==> config.mk <==
export PLATFORM = sky130hd
export DESIGN_NAME = gca_rsp_fifo
export DESIGN_NICKNAME = d
export VERILOG_FILES = /design/src/hw/rtl/gca_pkg.sv /design/src/hw/rtl/gca_rsp_fifo.sv
export SDC_FILE = /design/constraint.sdc
export NUM_CORES = 1
export LEC_CHECK = 0
export BUFFER_PORTS_ARGS = -buffer_cell sky130_fd_sc_hd__buf_2
export CORE_MARGIN = 1.5
export CORE_UTILIZATION = 45
export CTS_BUF_LIST = sky130_fd_sc_hd__clkbuf_4 sky130_fd_sc_hd__clkbuf_8
export DETAILED_ROUTE_END_ITERATION = 8
export HOLD_SLACK_MARGIN = 0.15
export PLACE_DENSITY = 0.79
export SETUP_SLACK_MARGIN = 0.4
export SYNTH_ARGS = -nofsm -noshare
export SYNTH_HDL_FRONTEND = slang
export SYNTH_SLANG_ARGS = --single-unit
==> constraint.sdc <==
create_clock -name clock -period 1.4 [get_ports clock]
set_input_delay 0.21 -clock clock [delete_from_list [all_inputs] [get_ports clock]]
set_output_delay 0.21 -clock clock [all_outputs]
set_load 0.005 [all_outputs]
==> src/hw/rtl/gca_pkg.sv <==
package gca_pkg;

   localparam int GRID_SIDE_DEF = 32;

   localparam int CMD_W      = 2;
   localparam int COORD_W    = 5;
   localparam int STATE_W    = 8;
   localparam int COUNT_W    = 5;
   localparam int MASK_W     = 27;
   localparam int GSIDE_W    = 6;
   localparam int CSR_IDX_W  = 3;
   localparam int CSR_DATA_W = 27;

   localparam logic [COUNT_W-1:0] COUNT_MAX  = 5'd31;
   localparam logic [COUNT_W-1:0] COUNT_LIM  = 5'd27;
   localparam logic [4:0]         CENTRE_IDX = 5'd13;

   localparam logic [CMD_W-1:0] CMD_STEP  = 2'd0;
   localparam logic [CMD_W-1:0] CMD_SET   = 2'd1;
   localparam logic [CMD_W-1:0] CMD_CLEAR = 2'd2;
   localparam logic [CMD_W-1:0] CMD_READ  = 2'd3;

   localparam logic [CSR_IDX_W-1:0] REG_GRID_SIDE = 3'd0;
   localparam logic [CSR_IDX_W-1:0] REG_TWO_D     = 3'd1;
   localparam logic [CSR_IDX_W-1:0] REG_DECAY     = 3'd2;
   localparam logic [CSR_IDX_W-1:0] REG_BORN      = 3'd3;
   localparam logic [CSR_IDX_W-1:0] REG_SURVIVE   = 3'd4;
   localparam logic [CSR_IDX_W-1:0] REG_NBH       = 3'd5;

   localparam logic [GSIDE_W-1:0] GRID_SIDE_RST = 6'd32;
   localparam logic [STATE_W-1:0] DECAY_RST     = 8'd1;
   localparam logic [MASK_W-1:0]  BORN_RST      = 27'd8;
   localparam logic [MASK_W-1:0]  SURVIVE_RST   = 27'd12;
   localparam logic [MASK_W-1:0]  NBH_RST       = 27'd134209535;

   typedef struct packed {
      logic [CMD_W-1:0]   command;
      logic [COORD_W-1:0] x;
      logic [COORD_W-1:0] y;
      logic [COORD_W-1:0] z;
      logic               in_range;
   } cmd_type;

   typedef struct packed {
      logic [STATE_W-1:0] cell_state;
      logic [COUNT_W-1:0] neighbour_count;
      logic               changed;
   } rsp_type;

   typedef struct packed {
      logic               two_d;
      logic [STATE_W-1:0] full_state;
      logic [MASK_W-1:0]  born_mask;
      logic [MASK_W-1:0]  survive_mask;
      logic [MASK_W-1:0]  nbh_mask;
   } cfg_type;

   typedef struct packed {
      logic clear;
      logic rebuild;
   } maint_type;

   typedef enum logic [1:0] {
      OP_STEP,
      OP_REBUILD,
      OP_EDIT
   } op_type;

   typedef enum logic [3:0] {
      ST_IDLE,
      ST_CLEAR,
      ST_REB_SWEEP,
      ST_SNAP_SWEEP,
      ST_SCAN_RD,
      ST_SCAN_EVAL,
      ST_TOUCH_RD,
      ST_TOUCH_WR,
      ST_EDIT_RD,
      ST_EDIT_EVAL,
      ST_RESP_RD,
      ST_RESP_PUSH
   } back_state_type;

endpackage

==> src/hw/rtl/gca_rsp_fifo.sv <==
module gca_rsp_fifo (
   input  logic             clock,
   input  logic             reset,
   input  logic             push,
   input  gca_pkg::rsp_type push_item,
   output logic             full,
   output logic             empty,
   input  logic             pop,
   output gca_pkg::rsp_type pop_item
);

   gca_pkg::rsp_type q_ff [2];
   logic       wr_ptr_ff, wr_ptr_in;
   logic       rd_ptr_ff, rd_ptr_in;
   logic [1:0] cnt_ff, cnt_in;
   logic       put;
   logic       take;

   assign full     = (cnt_ff == 2'd2);
   assign empty    = (cnt_ff == 2'd0);
   assign put      = push && !full;
   assign take     = pop && !empty;
   assign pop_item = q_ff[rd_ptr_ff];

   always_comb begin
      wr_ptr_in = put ? !wr_ptr_ff : wr_ptr_ff;
      rd_ptr_in = take ? !rd_ptr_ff : rd_ptr_ff;
      cnt_in    = cnt_ff + {1'b0, put} - {1'b0, take};
   end

   always_ff @(posedge clock) begin
      if (reset) begin
         wr_ptr_ff <= 1'b0;
         rd_ptr_ff <= 1'b0;
         cnt_ff    <= 2'd0;
      end else begin
         wr_ptr_ff <= wr_ptr_in;
         rd_ptr_ff <= rd_ptr_in;
         cnt_ff    <= cnt_in;
      end
   end

   always_ff @(posedge clock) begin
      if (put) begin
         q_ff[wr_ptr_ff] <= push_item;
      end
   end

endmodule

==> results by group <==
Outcome
  • Outcome: finished, violations left
  • Failing checks: negative setup slack

Final layout
  • Fraction of layout cells with a size suffix above 1: 60.6%
  • Final Net Count: 156
  • Syn-to-layout area delta: 62.2%
  • Layout Cells excl Fill: 167
  • Number of diodes: 0
  • Fin area: 2010 um^2

Yosys
  • Mapped Area: 1240 um^2
  • Largest cells by area after synthesis: edfxtp_1, mux2_1, dfxtp_1, mux2_2, ha_1
  • Most used DFF post-synth: edfxtp_1
  • Top cell type by total area after synthesis: edfxtp_1
  • Post-synthesis sequential area ratio: 76.0%
  • Distinct cells, synth: 21
  • Count leader, synth: edfxtp_1
  • EDFF count, synth: 28
  • Commonest cells in the netlist: edfxtp_1, mux2_1, dfxtp_1, mux2_2, nor2_1
  • Synth Register Bits: 33
  • Mean Syn Cell Area: 17.7 um^2
  • Syn nets: 90
  • Asr flop ratio synth: 0%
  • Cells after Synth: 70
  • Synth Warn #: 0
  • Synth top area share: 67.9%

GRT
  • Initial antenna violation count: 0
  • Global-route wire length before repair: 3.84 mm
  • Overflow after GRT: 0
  • Number of global-route vias before repair: 827
  • Largest net degree at the start of global routing: 15
  • Total track usage: 17.6%

STA
  • Unrepaired setup endpoints after global routing: yes
  • Final min period: 1.57 ns
  • Worst clock skew: 0.00655 ns
  • Final Hold Fails: 0
  • Worst-Margin Slew: 0.216 ns
  • Setup TNS: -2.99 ns
  • Fin crit share: 112%
  • Maximum clock frequency: 635 MHz
  • Final setup viols: 30
  • Fin. max-slew vios: 0
  • Post-route setup slack: -0.174 ns
  • Max-slew headroom: 85.5%

Power and ir drop
  • Sequential power share: 40.2%
  • Combinational power share: 44.3%
  • Switch share: 27.3%
  • VDD IR max: 0.00126 V
  • Lkg Pwr: 0.823 nW
  • Clock network power share: 15.5%
  • Net Sw Power: 935 uW
  • Power Density: 1710 nW/um^2
  • Internal Power: 2.49 mW

Die
  • Core area: 2540 um^2
  • # IOs: 34
  • Die ar.: 3080 um^2
  • Die Width: 55.5 um
  • Chip height: 55.5 um
  • Starting Density: 48.7%
  • Num rows: 18

Setup path
  • Critical Path End Type: register
  • Setup CP Type: register to register
  • CP Launch Type: register
  • Arr. time, crit path: 1.82 ns
  • Critical Path RT: 1.64 ns
  • Worst Path Max Fanout: 3

Clock network
  • Depth of the CTS H-tree: 2
  • Sink Count: 33
  • CTS buffer count: 5
  • CTS tree: built
  • Clock-pin slew on the worst setup and hold paths: 0.09 ns
  • Worst skew pair latency: 0.33 ns
  • Clk root buf: clkbuf_4
  • Clock Path Buffers: 2

Placement
  • DP Wirelength: 1.43 mm
  • DP Area: 1560 um^2
  • RePlAce Congestion: 0.674
  • Placed Instances: 137
  • I/O Buffers: 33

Routing
  • Routed wire length: 2.42 mm
  • DR WL/cell: 14.5 um
  • Via count: 787
  • Post-DRT Antenna Nets: 0
  • DRC errors left: 0
  • Vias per Instance: 4.71
  • Initial drt markers: 16
  • Drt pass-1 iters: 3

Flow run
  • MaxCap Viol Count: 0

Worst hold path
  • Hold Crit Class: input pin to register
[flip-flops by register name, indices dropped and copies added, names as in the netlist, named ones only]
name / count
q_ff: 28
rd_ptr_ff: 1
wr_ptr_ff: 1
cnt_ff: 2
[worst paths after layout]
path | startpoint | end | slack (ns) | cells after the start
min | push | wr_ptr_ff | 0.35 | 4
max | cnt_ff[1] | cnt_ff[1] | -0.17 | 7
min reg2reg | wr_ptr_ff | wr_ptr_ff | 0.54 | 2
max reg2reg | cnt_ff[1] | cnt_ff[1] | -0.17 | 7
[metal layers]
metal / wire [um] / global-route usage, %
met5: 0 / 0
met4: 57 / 9.41
met3: 126 / 7.26
met2: 1360 / 32.0
met1: 880 / 16.3
[cell families (layout without fill, tap and decap cells)]
group           count (synthesis)  count (layout)  synth area share (%)
mux                            14              14                  12.7
compound gates                  3               3                  1.51
flops                          33              33                  76.0
simple gates                   11              11                  4.75
fa+ha+maj                       2               2                  2.02
xor+xnor                        2               2                  1.41
buf+inv                         5              72                  1.62
[stage by stage]
stage	hold WS (ns)	setup slack, ns	utilization (%)	power [mW]
after detailed placement	0.402	-0.158	61.4	2.34
after floorplan	0.272	-0.0345	-	2.00
after global routing	0.397	-0.232	79.0	3.62
after CTS	0.322	-0.134	77.3	3.33
final	0.346	-0.174	79.0	3.43
after global placement	0.399	-0.0330	61.4	2.29
[what timing repair did]
action                                  in CTS  in global routing
endpoints found under the setup margin      49                 49
setup buffers                                6                  1
gates resized for setup                     25                  5
pin swaps                                    2                  3
endpoints found under the hold margin       33                  0
hold buffers                                15                  0
[layout make-up]
cell class | instances | area, um^2
tap | 30 | 37.5
sequential | 33 | 947
timing repair buffer | 60 | 528
multi-input combinational | 32 | 418
clock buffer | 6 | 51.3
fill | 149 | 536
clock inverter | 2 | 8.76
inverter | 4 | 18.8
[critical path, cell delays in order, from the launching register on]
cell     delay (ns)
dfxtp_2        0.36
o21a_4         0.23
ha_4           0.26
inv_2          0.03
ha_4           0.14
xor2_1         0.14
and2_1         0.18
nor3_2         0.14
[cells in the final DEF (no fill, tap or decap)]
cell type,netlist,routed
nand2b_4,0,1
inv_2,1,2
o21a_4,0,1
dfxtp_4,0,1
ha_4,0,2
buf_12,0,1
and3_4,0,1
dlygate4sd3_1,0,15
clkbuf_8,0,1
or3_4,0,1
and2_1,1,1
buf_4,0,6
o21ai_0,1,1
a21oi_2,0,1
clkinv_1,0,1
clkinv_2,0,1
mux2_4,0,14
inv_1,3,1
dfxtp_2,0,2
nor2b_4,0,1
buf_8,0,1
clkinvlp_4,0,1
dfxtp_1,5,2
xor2_1,1,1
clkbuf_4,0,5
buf_6,0,18
nor3_2,0,1
buf_2,1,19
nand2_4,0,1
nor2_1,4,4
edfxtp_1,28,28
xnor2_4,0,1
[power by group through the flow]
stage | combinational, mW | clock, mW | sequential [mW]
floorplan | 0.629 | 0 | 1.37
global placement | 0.859 | 0 | 1.43
detailed placement | 0.895 | 0 | 1.44
CTS | 1.41 | 0.546 | 1.37
global route | 1.63 | 0.594 | 1.39
finish | 1.52 | 0.533 | 1.38
(Power assumes the default switching activity.)
