$ cat src/hw/rtl/gca_pkg.sv
package gca_pkg;

   localparam int GRID_SIDE_DEF = 32;

   localparam int CMD_W      = 2;
   localparam int COORD_W    = 5;
   localparam int STATE_W    = 8;
   localparam int COUNT_W    = 5;
   localparam int MASK_W     = 27;
   localparam int GSIDE_W    = 6;
   localparam int CSR_IDX_W  = 3;
   localparam int CSR_DATA_W = 27;

   localparam logic [COUNT_W-1:0] COUNT_MAX  = 5'd31;
   localparam logic [COUNT_W-1:0] COUNT_LIM  = 5'd27;
   localparam logic [4:0]         CENTRE_IDX = 5'd13;

   localparam logic [CMD_W-1:0] CMD_STEP  = 2'd0;
   localparam logic [CMD_W-1:0] CMD_SET   = 2'd1;
   localparam logic [CMD_W-1:0] CMD_CLEAR = 2'd2;
   localparam logic [CMD_W-1:0] CMD_READ  = 2'd3;

   localparam logic [CSR_IDX_W-1:0] REG_GRID_SIDE = 3'd0;
   localparam logic [CSR_IDX_W-1:0] REG_TWO_D     = 3'd1;
   localparam logic [CSR_IDX_W-1:0] REG_DECAY     = 3'd2;
   localparam logic [CSR_IDX_W-1:0] REG_BORN      = 3'd3;
   localparam logic [CSR_IDX_W-1:0] REG_SURVIVE   = 3'd4;
   localparam logic [CSR_IDX_W-1:0] REG_NBH       = 3'd5;

   localparam logic [GSIDE_W-1:0] GRID_SIDE_RST = 6'd32;
   localparam logic [STATE_W-1:0] DECAY_RST     = 8'd1;
   localparam logic [MASK_W-1:0]  BORN_RST      = 27'd8;
   localparam logic [MASK_W-1:0]  SURVIVE_RST   = 27'd12;
   localparam logic [MASK_W-1:0]  NBH_RST       = 27'd134209535;

   typedef struct packed {
      logic [CMD_W-1:0]   command;
      logic [COORD_W-1:0] x;
      logic [COORD_W-1:0] y;
      logic [COORD_W-1:0] z;
      logic               in_range;
   } cmd_type;

   typedef struct packed {
      logic [STATE_W-1:0] cell_state;
      logic [COUNT_W-1:0] neighbour_count;
      logic               changed;
   } rsp_type;

   typedef struct packed {
      logic               two_d;
      logic [STATE_W-1:0] full_state;
      logic [MASK_W-1:0]  born_mask;
      logic [MASK_W-1:0]  survive_mask;
      logic [MASK_W-1:0]  nbh_mask;
   } cfg_type;

   typedef struct packed {
      logic clear;
      logic rebuild;
   } maint_type;

   typedef enum logic [1:0] {
      OP_STEP,
      OP_REBUILD,
      OP_EDIT
   } op_type;

   typedef enum logic [3:0] {
      ST_IDLE,
      ST_CLEAR,
      ST_REB_SWEEP,
      ST_SNAP_SWEEP,
      ST_SCAN_RD,
      ST_SCAN_EVAL,
      ST_TOUCH_RD,
      ST_TOUCH_WR,
      ST_EDIT_RD,
      ST_EDIT_EVAL,
      ST_RESP_RD,
      ST_RESP_PUSH
   } back_state_type;

endpackage

$ cat src/hw/rtl/gca_front.sv
module gca_front #(
   parameter int GRID_SIDE = gca_pkg::GRID_SIDE_DEF
) (
   input  logic                              clock,
   input  logic                              reset,
   input  logic [$clog2(GRID_SIDE+1)-1:0]    side,
   input  logic [$clog2(GRID_SIDE+1)-1:0]    depth,
   input  logic                              two_d,
   input  logic                              clearing,
   input  logic                              req_push,
   output logic                              req_full,
   input  logic [gca_pkg::CMD_W-1:0]         req_command,
   input  logic [gca_pkg::COORD_W-1:0]       req_x_coord,
   input  logic [gca_pkg::COORD_W-1:0]       req_y_coord,
   input  logic [gca_pkg::COORD_W-1:0]       req_z_coord,
   output logic                              cq_valid,
   output gca_pkg::cmd_type                  cq_item,
   input  logic                              cq_pop
);

   gca_pkg::cmd_type q_ff [2];
   logic       wr_ptr_ff, wr_ptr_in;
   logic       rd_ptr_ff, rd_ptr_in;
   logic [1:0] cnt_ff, cnt_in;
   logic       accept;
   logic       take;
   logic [gca_pkg::COORD_W-1:0] z_eff;
   gca_pkg::cmd_type item;

   // z is forced to the base plane in 2d mode
   assign z_eff = two_d ? '0 : req_z_coord;

   always_comb begin
      item.command  = req_command;
      item.x        = req_x_coord;
      item.y        = req_y_coord;
      item.z        = z_eff;
      item.in_range = (req_x_coord < side) && (req_y_coord < side) && (z_eff < depth);
   end

   assign req_full = (cnt_ff == 2'd2) || clearing || reset;
   assign accept   = req_push && !req_full;
   assign cq_valid = (cnt_ff != 2'd0);
   assign take     = cq_pop && cq_valid;
   assign cq_item  = q_ff[rd_ptr_ff];

   always_comb begin
      wr_ptr_in = accept ? !wr_ptr_ff : wr_ptr_ff;
      rd_ptr_in = take ? !rd_ptr_ff : rd_ptr_ff;
      cnt_in    = cnt_ff + {1'b0, accept} - {1'b0, take};
   end

   always_ff @(posedge clock) begin
      if (reset) begin
         wr_ptr_ff <= 1'b0;
         rd_ptr_ff <= 1'b0;
         cnt_ff    <= 2'd0;
      end else begin
         wr_ptr_ff <= wr_ptr_in;
         rd_ptr_ff <= rd_ptr_in;
         cnt_ff    <= cnt_in;
      end
   end

   always_ff @(posedge clock) begin
      if (accept) begin
         q_ff[wr_ptr_ff] <= item;
      end
   end

endmodule

$ cat config.mk
export PLATFORM = sky130hd
export DESIGN_NAME = gca_front
export DESIGN_NICKNAME = d
export VERILOG_FILES = /design/src/hw/rtl/gca_pkg.sv /design/src/hw/rtl/gca_front.sv
export SDC_FILE = /design/constraint.sdc
export NUM_CORES = 1
export LEC_CHECK = 0
export BUFFER_PORTS_ARGS = -buffer_cell sky130_fd_sc_hd__buf_2
export CAP_MARGIN = 20
export CORE_ASPECT_RATIO = 0.8
export CORE_UTILIZATION = 50
export DETAILED_ROUTE_END_ITERATION = 16
export HOLD_SLACK_MARGIN = 0.08
export PLACE_DENSITY = 0.83
export SLEW_MARGIN = 20
export SYNTH_ARGS = -nofsm -noshare
export SYNTH_HDL_FRONTEND = slang
export SYNTH_SLANG_ARGS = --single-unit
$ cat constraint.sdc
create_clock -name clock -period 3.3 [get_ports clock]
set_input_delay 0.33 -clock clock [delete_from_list [all_inputs] [get_ports clock]]
set_output_delay 0.33 -clock clock [all_outputs]
set_load 0.02 [all_outputs]
==> impl_results.md, run 1 <==
* Htree depth at 2
* Iteration-0 DRC count of the detailed router at 67
* Async set or reset register ratio after synthesis at 0
* CORE AREA at 3570 um^2
* N_diodes at 0
* Number of global-route vias before repair at 1,209
* Die area at 4150 um^2
* Net Count, Synth at 177
* IO buf count at 54
* Vias at 1,184
* Setup_tns at 0 ns
* Nets at 239
* Routed vias/inst at 5.08
* Layout Skew at 0.00413 ns
* Outcome: finished clean
* Initial core utilization at 0.547
* Final worst-path cycle share at 0.651
* Worst path arrival time at 1.82 ns
* LEAKAGE at 0.999 nW
* Placed insts at 225
* WHS Path Cells at 1
* Crit-path max FO at 18
* GRT Util Overall at 0.181
* Switch Pwr at 381 uW
* IO Pins at 55
* Min-Delay Endpoint: q_ff[1][17]
* First-pass GRT wire length at 5460 um
* DRT Wirelength at 3430 um
* Switch share at 0.293
* DP HPWL at 2690 um
* Yosys warning count at 0
* Register area share after synthesis at 0.606
* # rows at 19
* Seq cells post-synth at 41
* Max Clock Freq at 465 MHz
* Worst VDD drop at 0.396 mV
* WS Path Type: reg2out
* TritonCTS Buffers at 5
* Mapped Cells at 128
* Avg WL per Cell at 14.7 um
* Die Wd at 71.8 um
* Synthesized area at 1950 um^2
* Final GP Congestion at 0.853
* FF-to-FF Start: cnt_ff[1]
* Post-route insts no fill at 233
* Sink Count at 41
* # Post-CTS Setup Buffers at 0
* Seq pwr share at 0.495
* Final setup violating endpoints at 0
* Root buffer cell: clkbuf_8
* Worst-path clk slew at 0.08 ns
* Post-synth cell types at 24
* Comb power frac at 0.264
* CTS Buffer Depth at 2
* Clock tree from TritonCTS: built
* Clock Power Share at 0.241
* P_int at 918 uW
* Initial antenna violation count at 0
* EDFF count, synth at 36
* Die Height at 57.8 um
* DRT Pass-1 Iters at 4
* Worst-margin pin slew at 0.968 ns
* Clk Latency, worst-skew pair at 0.28 ns
* CTS Hold Bufs at 0
* Cells on worst reg2reg path at 4
* Share of layout cells above drive strength 1 at 0.414
* Power density cells at 550 nW/um^2
* # Max-Cap Violations at 0
* RSZ-0062 raised after global routing: false
* DRT antenna net count at 0
* Remaining DRCs at 0
* Hold_sp: req_command[1]
* Total gr overflow at 0
* Hold crit path type: in2reg
* Min Tclk post-route at 2.15 ns
* Max-slew headroom at the worst pin at 0.354
* Worst r2r dst: q_ff[1][6]
* Hold_ws at 0.232 ns
* Primary FF master, synth: edfxtp_1
* Avg Cell Area, Syn at 15.2 um^2
* Critical Path RT at 2.97 ns
* Crit path launch type: flip-flop
* Max-slew violations at 0
* R2R Setup Slk at 1.51 ns
* Largest net degree at the start of global routing at 19
* Resize count post-CTS at 0
* Worst setup EP type: output pin
* Final hold violations at 0
* Area grow syn2layout at 21.2%
-- cell usage in the layout, fill, tap and decap left out, types with 3 or more instances in the layout --
master | synthesis | routed
buf_2 | 0 | 54
dfxtp_1 | 5 | 5
edfxtp_1 | 36 | 36
clkbuf_8 | 0 | 5
buf_4 | 1 | 3
mux2_4 | 10 | 10
nor2b_1 | 6 | 6
nand4b_1 | 3 | 3
nor3b_1 | 3 | 3
nand2b_1 | 3 | 3
inv_1 | 12 | 12
a21oi_1 | 6 | 6
xnor2_1 | 3 | 3
mux2_1 | 8 | 8
ha_1 | 14 | 14
nor2_1 | 8 | 8
-- cell type report --
cell class,instances,area (um^2)
Timing Repair Buffer,57,293
Fill cell,271,1200
Inverter,12,45.0
Tap cell,42,52.6
Clock buffer,5,68.8
Sequential cell,41,1180
Multi-Input combinational cell,73,704
Clock inverter,3,17.5
-- logic make-up (layout without fill, tap and decap cells) --
family	count (synthesis)	in the layout	share of synthesized area
mux	18	18	0.123
buf+inv	14	77	0.0327
flops	41	41	0.606
xor+xnor	4	4	0.0218
fa+ha+maj	14	14	0.0899
simple gates	26	26	0.0847
compound gates	11	11	0.0417
-- flip-flops by register name, indices dropped and copies added (netlist names), named ones only --
signal,cells
q_ff,36
cnt_ff,2
wr_ptr_ff,1
rd_ptr_ff,1
-- per-stage QoR --
stage | power [mW] | utilization | setup WS (ns) | area [um^2]
floorplan | 0.902 | - | 1.48 | 1950
global placement | 0.989 | 0.638 | 1.36 | 2280
detailed placement | 1.00 | 0.638 | 1.24 | 2280
CTS | 1.31 | 0.662 | 1.10 | 2360
global route | 1.35 | 0.662 | 1.04 | 2360
finish | 1.30 | 0.662 | 1.15 | 2360
-- power by group through the flow --
stage          Combinational [mW]  Sequential (mW)  Clock, mW
4_1_cts                     0.349            0.645      0.315
5_1_grt                     0.374            0.648      0.331
3_5_place_dp                0.347            0.656          0
2_1_floorplan               0.279            0.623          0
3_3_place_gp                0.337            0.652          0
6_report                    0.344            0.643      0.313
-- worst max-delay path, cell delays in order, from the launching register on --
cell,delay [ns]
dfxtp_1,0.96
mux2_1,0.40
buf_2,0.16
-- worst max-delay path by stage --
stage | to | from | slack (ns)
floorplan | q_ff[0][0] | clearing | 1.48
global placement | q_ff[1][7] | reset | 1.36
detailed placement | q_ff[1][13] | reset | 1.24
CTS | cq_item[1] | flip-flop | 1.10
global route | cq_item[4] | flip-flop | 1.04
finish | cq_item[1] | flip-flop | 1.15
-- routing by layer --
| metal | vias up | track usage | part of all wire |
|---|---|---|---|
| met5 | - | 0 | 0 |
| met4 | 0 | 0.0784 | 0.013 |
| li1 | 591 | - | - |
| met2 | 42 | 0.332 | 0.52 |
| met3 | 4 | 0.0470 | 0.052 |
| met1 | 547 | 0.201 | 0.42 |
-- cell usage after synthesis, types with 3 or more instances --
cell      instances  share of area
nor3b_1           3          0.012
nor2b_1           6          0.019
nor2_1            8          0.015
inv_1            12          0.023
mux2_1            8          0.046
nand2b_1          3         0.0096
a21oi_1           6          0.015
nand4b_1          3          0.013
xnor2_1           3          0.013
mux2_4           10          0.077
edfxtp_1         36           0.55
ha_1             14          0.090
dfxtp_1           5          0.051
Power figures use the tool's default switching activity.
==> run 2, diff against run 1 <==
Settings changed: ABC_AREA from default to 1, CORE_UTILIZATION 50 to 47, PLACE_DENSITY 0.83 to 0.82.
Clock period 3.3 ns to 1.9 ns, I/O delays scaled along.
==> impl_results.md, run 2 <==
* Outcome: finished clean (unchanged)
* Clk Latency, worst-skew pair at 0.29 ns (was 0.28 ns)
* Initial core utilization at 0.506 (was 0.547)
* Number of global-route vias before repair at 1,175 (was 1,209)
* # Post-CTS Setup Buffers at 0 (unchanged)
* Initial antenna violation count at 0 (unchanged)
* Worst path arrival time at 1.44 ns (was 1.82 ns)
* Final hold violations at 0 (unchanged)
* Worst setup EP type: output pin (unchanged)
* Crit path launch type: flip-flop (unchanged)
* Seq cells post-synth at 41 (unchanged)
* Smallest setup slack after layout at 0.275 ns (was 1.15 ns)
* Net Count, Synth at 209 (was 177)
* LEAKAGE at 1.14 nW (was 0.999 nW)
* Max-slew headroom at the worst pin at 0.803 (was 0.354)
* DP HPWL at 2390 um (was 2690 um)
* Largest cells by area after synthesis: edfxtp_1 54%, ha_1 8.8%, mux2_4 7.6%, inv_1 5.9%, dfxtp_1 5.0% (was edfxtp_1 55%, ha_1 9.0%, mux2_4 7.7%, dfxtp_1 5.1%, mux2_1 4.6%)
* Crit-path max FO at 18 (unchanged)
* IO buf count at 54 (unchanged)
* Final worst-path cycle share at 0.855
* EDFF count, synth at 36 (unchanged)
* Reg with most FFs: q_ff (unchanged)
* RSZ-0062 raised after global routing: false (unchanged)
* Synth top area share at 0.544 (was 0.555)
* Remaining DRCs at 0 (unchanged)
* Layout Skew at 0.00345 ns (was 0.00413 ns)
* Avg WL per Cell at 11.6 um (was 14.7 um)
* Final setup violating endpoints at 0 (unchanged)
* Register area share after synthesis at 0.594 (was 0.606)
* TritonCTS Buffers at 5 (unchanged)
* CORE AREA at 3930 um^2 (was 3570 um^2)
* Die Wd at 74.7 um (was 71.8 um)
* CTS Buffer Depth at 2 (unchanged)
* Min Tclk post-route at 1.63 ns
* Cell with the most instances after synthesis: edfxtp_1 (unchanged)
* Hold crit path type: in2reg (unchanged)
* Commonest cells post-synth: 36 x edfxtp_1, 31 x inv_1, 22 x nand2_1 (was 36 x edfxtp_1, 14 x ha_1, 12 x inv_1)
* Biggest registers after layout: q_ff: 36 flops, cnt_ff: 2 flops (unchanged)
* Worst-path clk slew at 0.08 ns (about the same)
* Primary FF master, synth: edfxtp_1 (unchanged)
* Share of layout cells above drive strength 1 at 0.376 (was 0.414)
* Place WS at 0.220 ns (was 1.24 ns)
* Vias at 1,292 (was 1,184)
* GRT Util Overall at 0.163 (was 0.181)
* Most frequent cells in the layout: 54 x buf_2, 36 x edfxtp_1, 31 x inv_1 (was 54 x buf_2, 36 x edfxtp_1, 14 x ha_1)
* Worst-margin pin slew at 0.295 ns (was 0.968 ns)
* WS Path Type: reg2out (unchanged)
* Htree depth at 2 (unchanged)
* Total gr overflow at 0 (unchanged)
* Largest net degree at the start of global routing at 19 (unchanged)
* Nets at 274 (was 239)
* DRT antenna net count at 0 (unchanged)
* Post-route insts no fill at 281 (was 233)
* Setup_tns at 0 ns (unchanged)
* Largest register FFs at 36 (unchanged)
* N_diodes at 0 (unchanged)
* Crit-path slowest cell: mux2_2 (was dfxtp_1)
* DRT Wirelength at 3250 um (was 3430 um)
* Die area at 4500 um^2 (was 4150 um^2)
* Most common cell after layout, fill and taps aside: buf_2 (unchanged)
* Area grow syn2layout at 23.0% (was 21.2%)
* Final GP Congestion at 0.706 (was 0.853)
* Critical Path RT at 1.71 ns (was 2.97 ns)
* Clock tree from TritonCTS: built (unchanged)
* Worst VDD drop at 0.560 mV (was 0.396 mV)
* DRT Pass-1 Iters at 4 (unchanged)
* Max-slew violations at 0 (unchanged)
* Async set or reset register ratio after synthesis at 0 (unchanged)
* # Max-Cap Violations at 0 (unchanged)
* CP max stage delay at 0.39 ns (was 0.96 ns)
* IO Pins at 55 (unchanged)
* Max Clock Freq at 615 MHz
* Root buffer cell: clkbuf_8 (unchanged)
* Iteration-0 DRC count of the detailed router at 41 (was 67)
* Avg Cell Area, Syn at 12.4 um^2 (was 15.2 um^2)
* Worst-path cell chain: buf_4, mux2_2, buf_2 (was mux2_1, buf_2)
* Mapped Cells at 160 (was 128)
* Synthesized area at 1990 um^2 (was 1950 um^2)
* Power density cells at 932 nW/um^2 (was 550 nW/um^2)
* Post-synth cell types at 17 (was 24)
* Routed vias/inst at 4.60 (was 5.08)
* Sink Count at 41 (unchanged)
* Yosys warning count at 0 (unchanged)
* Leading area contributor after synthesis: edfxtp_1 (unchanged)
* # rows at 20 (was 19)
* Placed insts at 270 (was 225)
* Die Height at 60.2 um (was 57.8 um)
* First-pass GRT wire length at 5110 um (was 5460 um)
## run 2: cell count changes after synthesis, sizes merged, moves of 3 or more
cell	previous run	this run
inv	12	31
xnor2	4	1
nand4b	3	0
nand2b	3	0
o21ai	1	6
nor3b	3	0
nor2b	6	0
nor2	8	14
nand2	0	22
## run 2: layer usage
layer | track usage | vias to the layer above | part of all wire
met3 | 0.0573 | 7 | 0.057
li1 | - | 669 | -
met4 | 0.0728 | 0 | 0.016
met1 | 0.197 | 576 | 0.46
met2 | 0.265 | 40 | 0.47
met5 | 0 | - | 0
## run 2: cell type report
cell class | count | area, um^2
Fill cell | 329 | 1480
Tap cell | 55 | 68.8
Sequential cell | 41 | 1180
Multi-Input combinational cell | 86 | 673
Clock inverter | 2 | 10.0
Inverter | 31 | 116
Timing Repair Buffer | 60 | 323
Clock buffer | 6 | 72.6
## run 2: worst max-delay path: cells and delay by family, from the launching register on
| family | cells | cell delay, ns |
|---|---|---|
| buf+inv | 2 | 0.45 |
| mux | 1 | 0.39 |
| flops | 1 | 0.31 |
## run 2: path summary, 6_finish.rpt
| path | from | endpoint | slack, ns | depth (start not counted) |
|---|---|---|---|---|
| worst max register to register | cnt_ff[0] | cnt_ff[1] | 0.28 | 9 |
| worst min-delay path | req_y_coord[0] | q_ff[0][6] | 0.11 | 1 |
| worst min register to register | rd_ptr_ff | flip-flop | 0.45 | 1 |
| worst max-delay path | flip-flop | cq_item[3] | 0.27 | 3 |
## run 2: repair_timing
item / in CTS / in global routing
endpoints found under the setup margin: 0 / 1
hold buffers: 1 / 2
hold endpoints to repair: 1 / 4
resized for setup: 0 / 1
## run 2: through the flow
step | utilization | hold slack (ns) | total power [mW] | cell area, um^2
3_3_place_gp | 0.591 | 0.359 | 1.74 | 2320
3_5_place_dp | 0.591 | 0.364 | 1.76 | 2320
4_1_cts | 0.615 | 0.0832 | 2.29 | 2420
5_1_grt | 0.622 | 0.0879 | 2.42 | 2440
6_report | 0.622 | 0.106 | 2.28 | 2440
2_1_floorplan | - | 0.261 | 1.60 | 1990
## run 2: report_power, final
group / switching, mW / internal (mW) / total (mW) / leakage, nW
combinational: 0.371 / 0.297 / 0.668 / 0.728
clock: 0.283 / 0.254 / 0.537 / 0.0450
sequential: 0.0271 / 1.05 / 1.07 / 0.369
## run 2: cell families (layout without fill, tap and decap cells)
logic type	after synthesis	count (layout)	share of synthesized area
flops	41	41	0.594
xor+xnor	1	1	0.00441
compound gates	14	14	0.0390
fa+ha+maj	14	14	0.0881
mux	18	18	0.121
buf+inv	33	99	0.0743
simple gates	39	39	0.0793
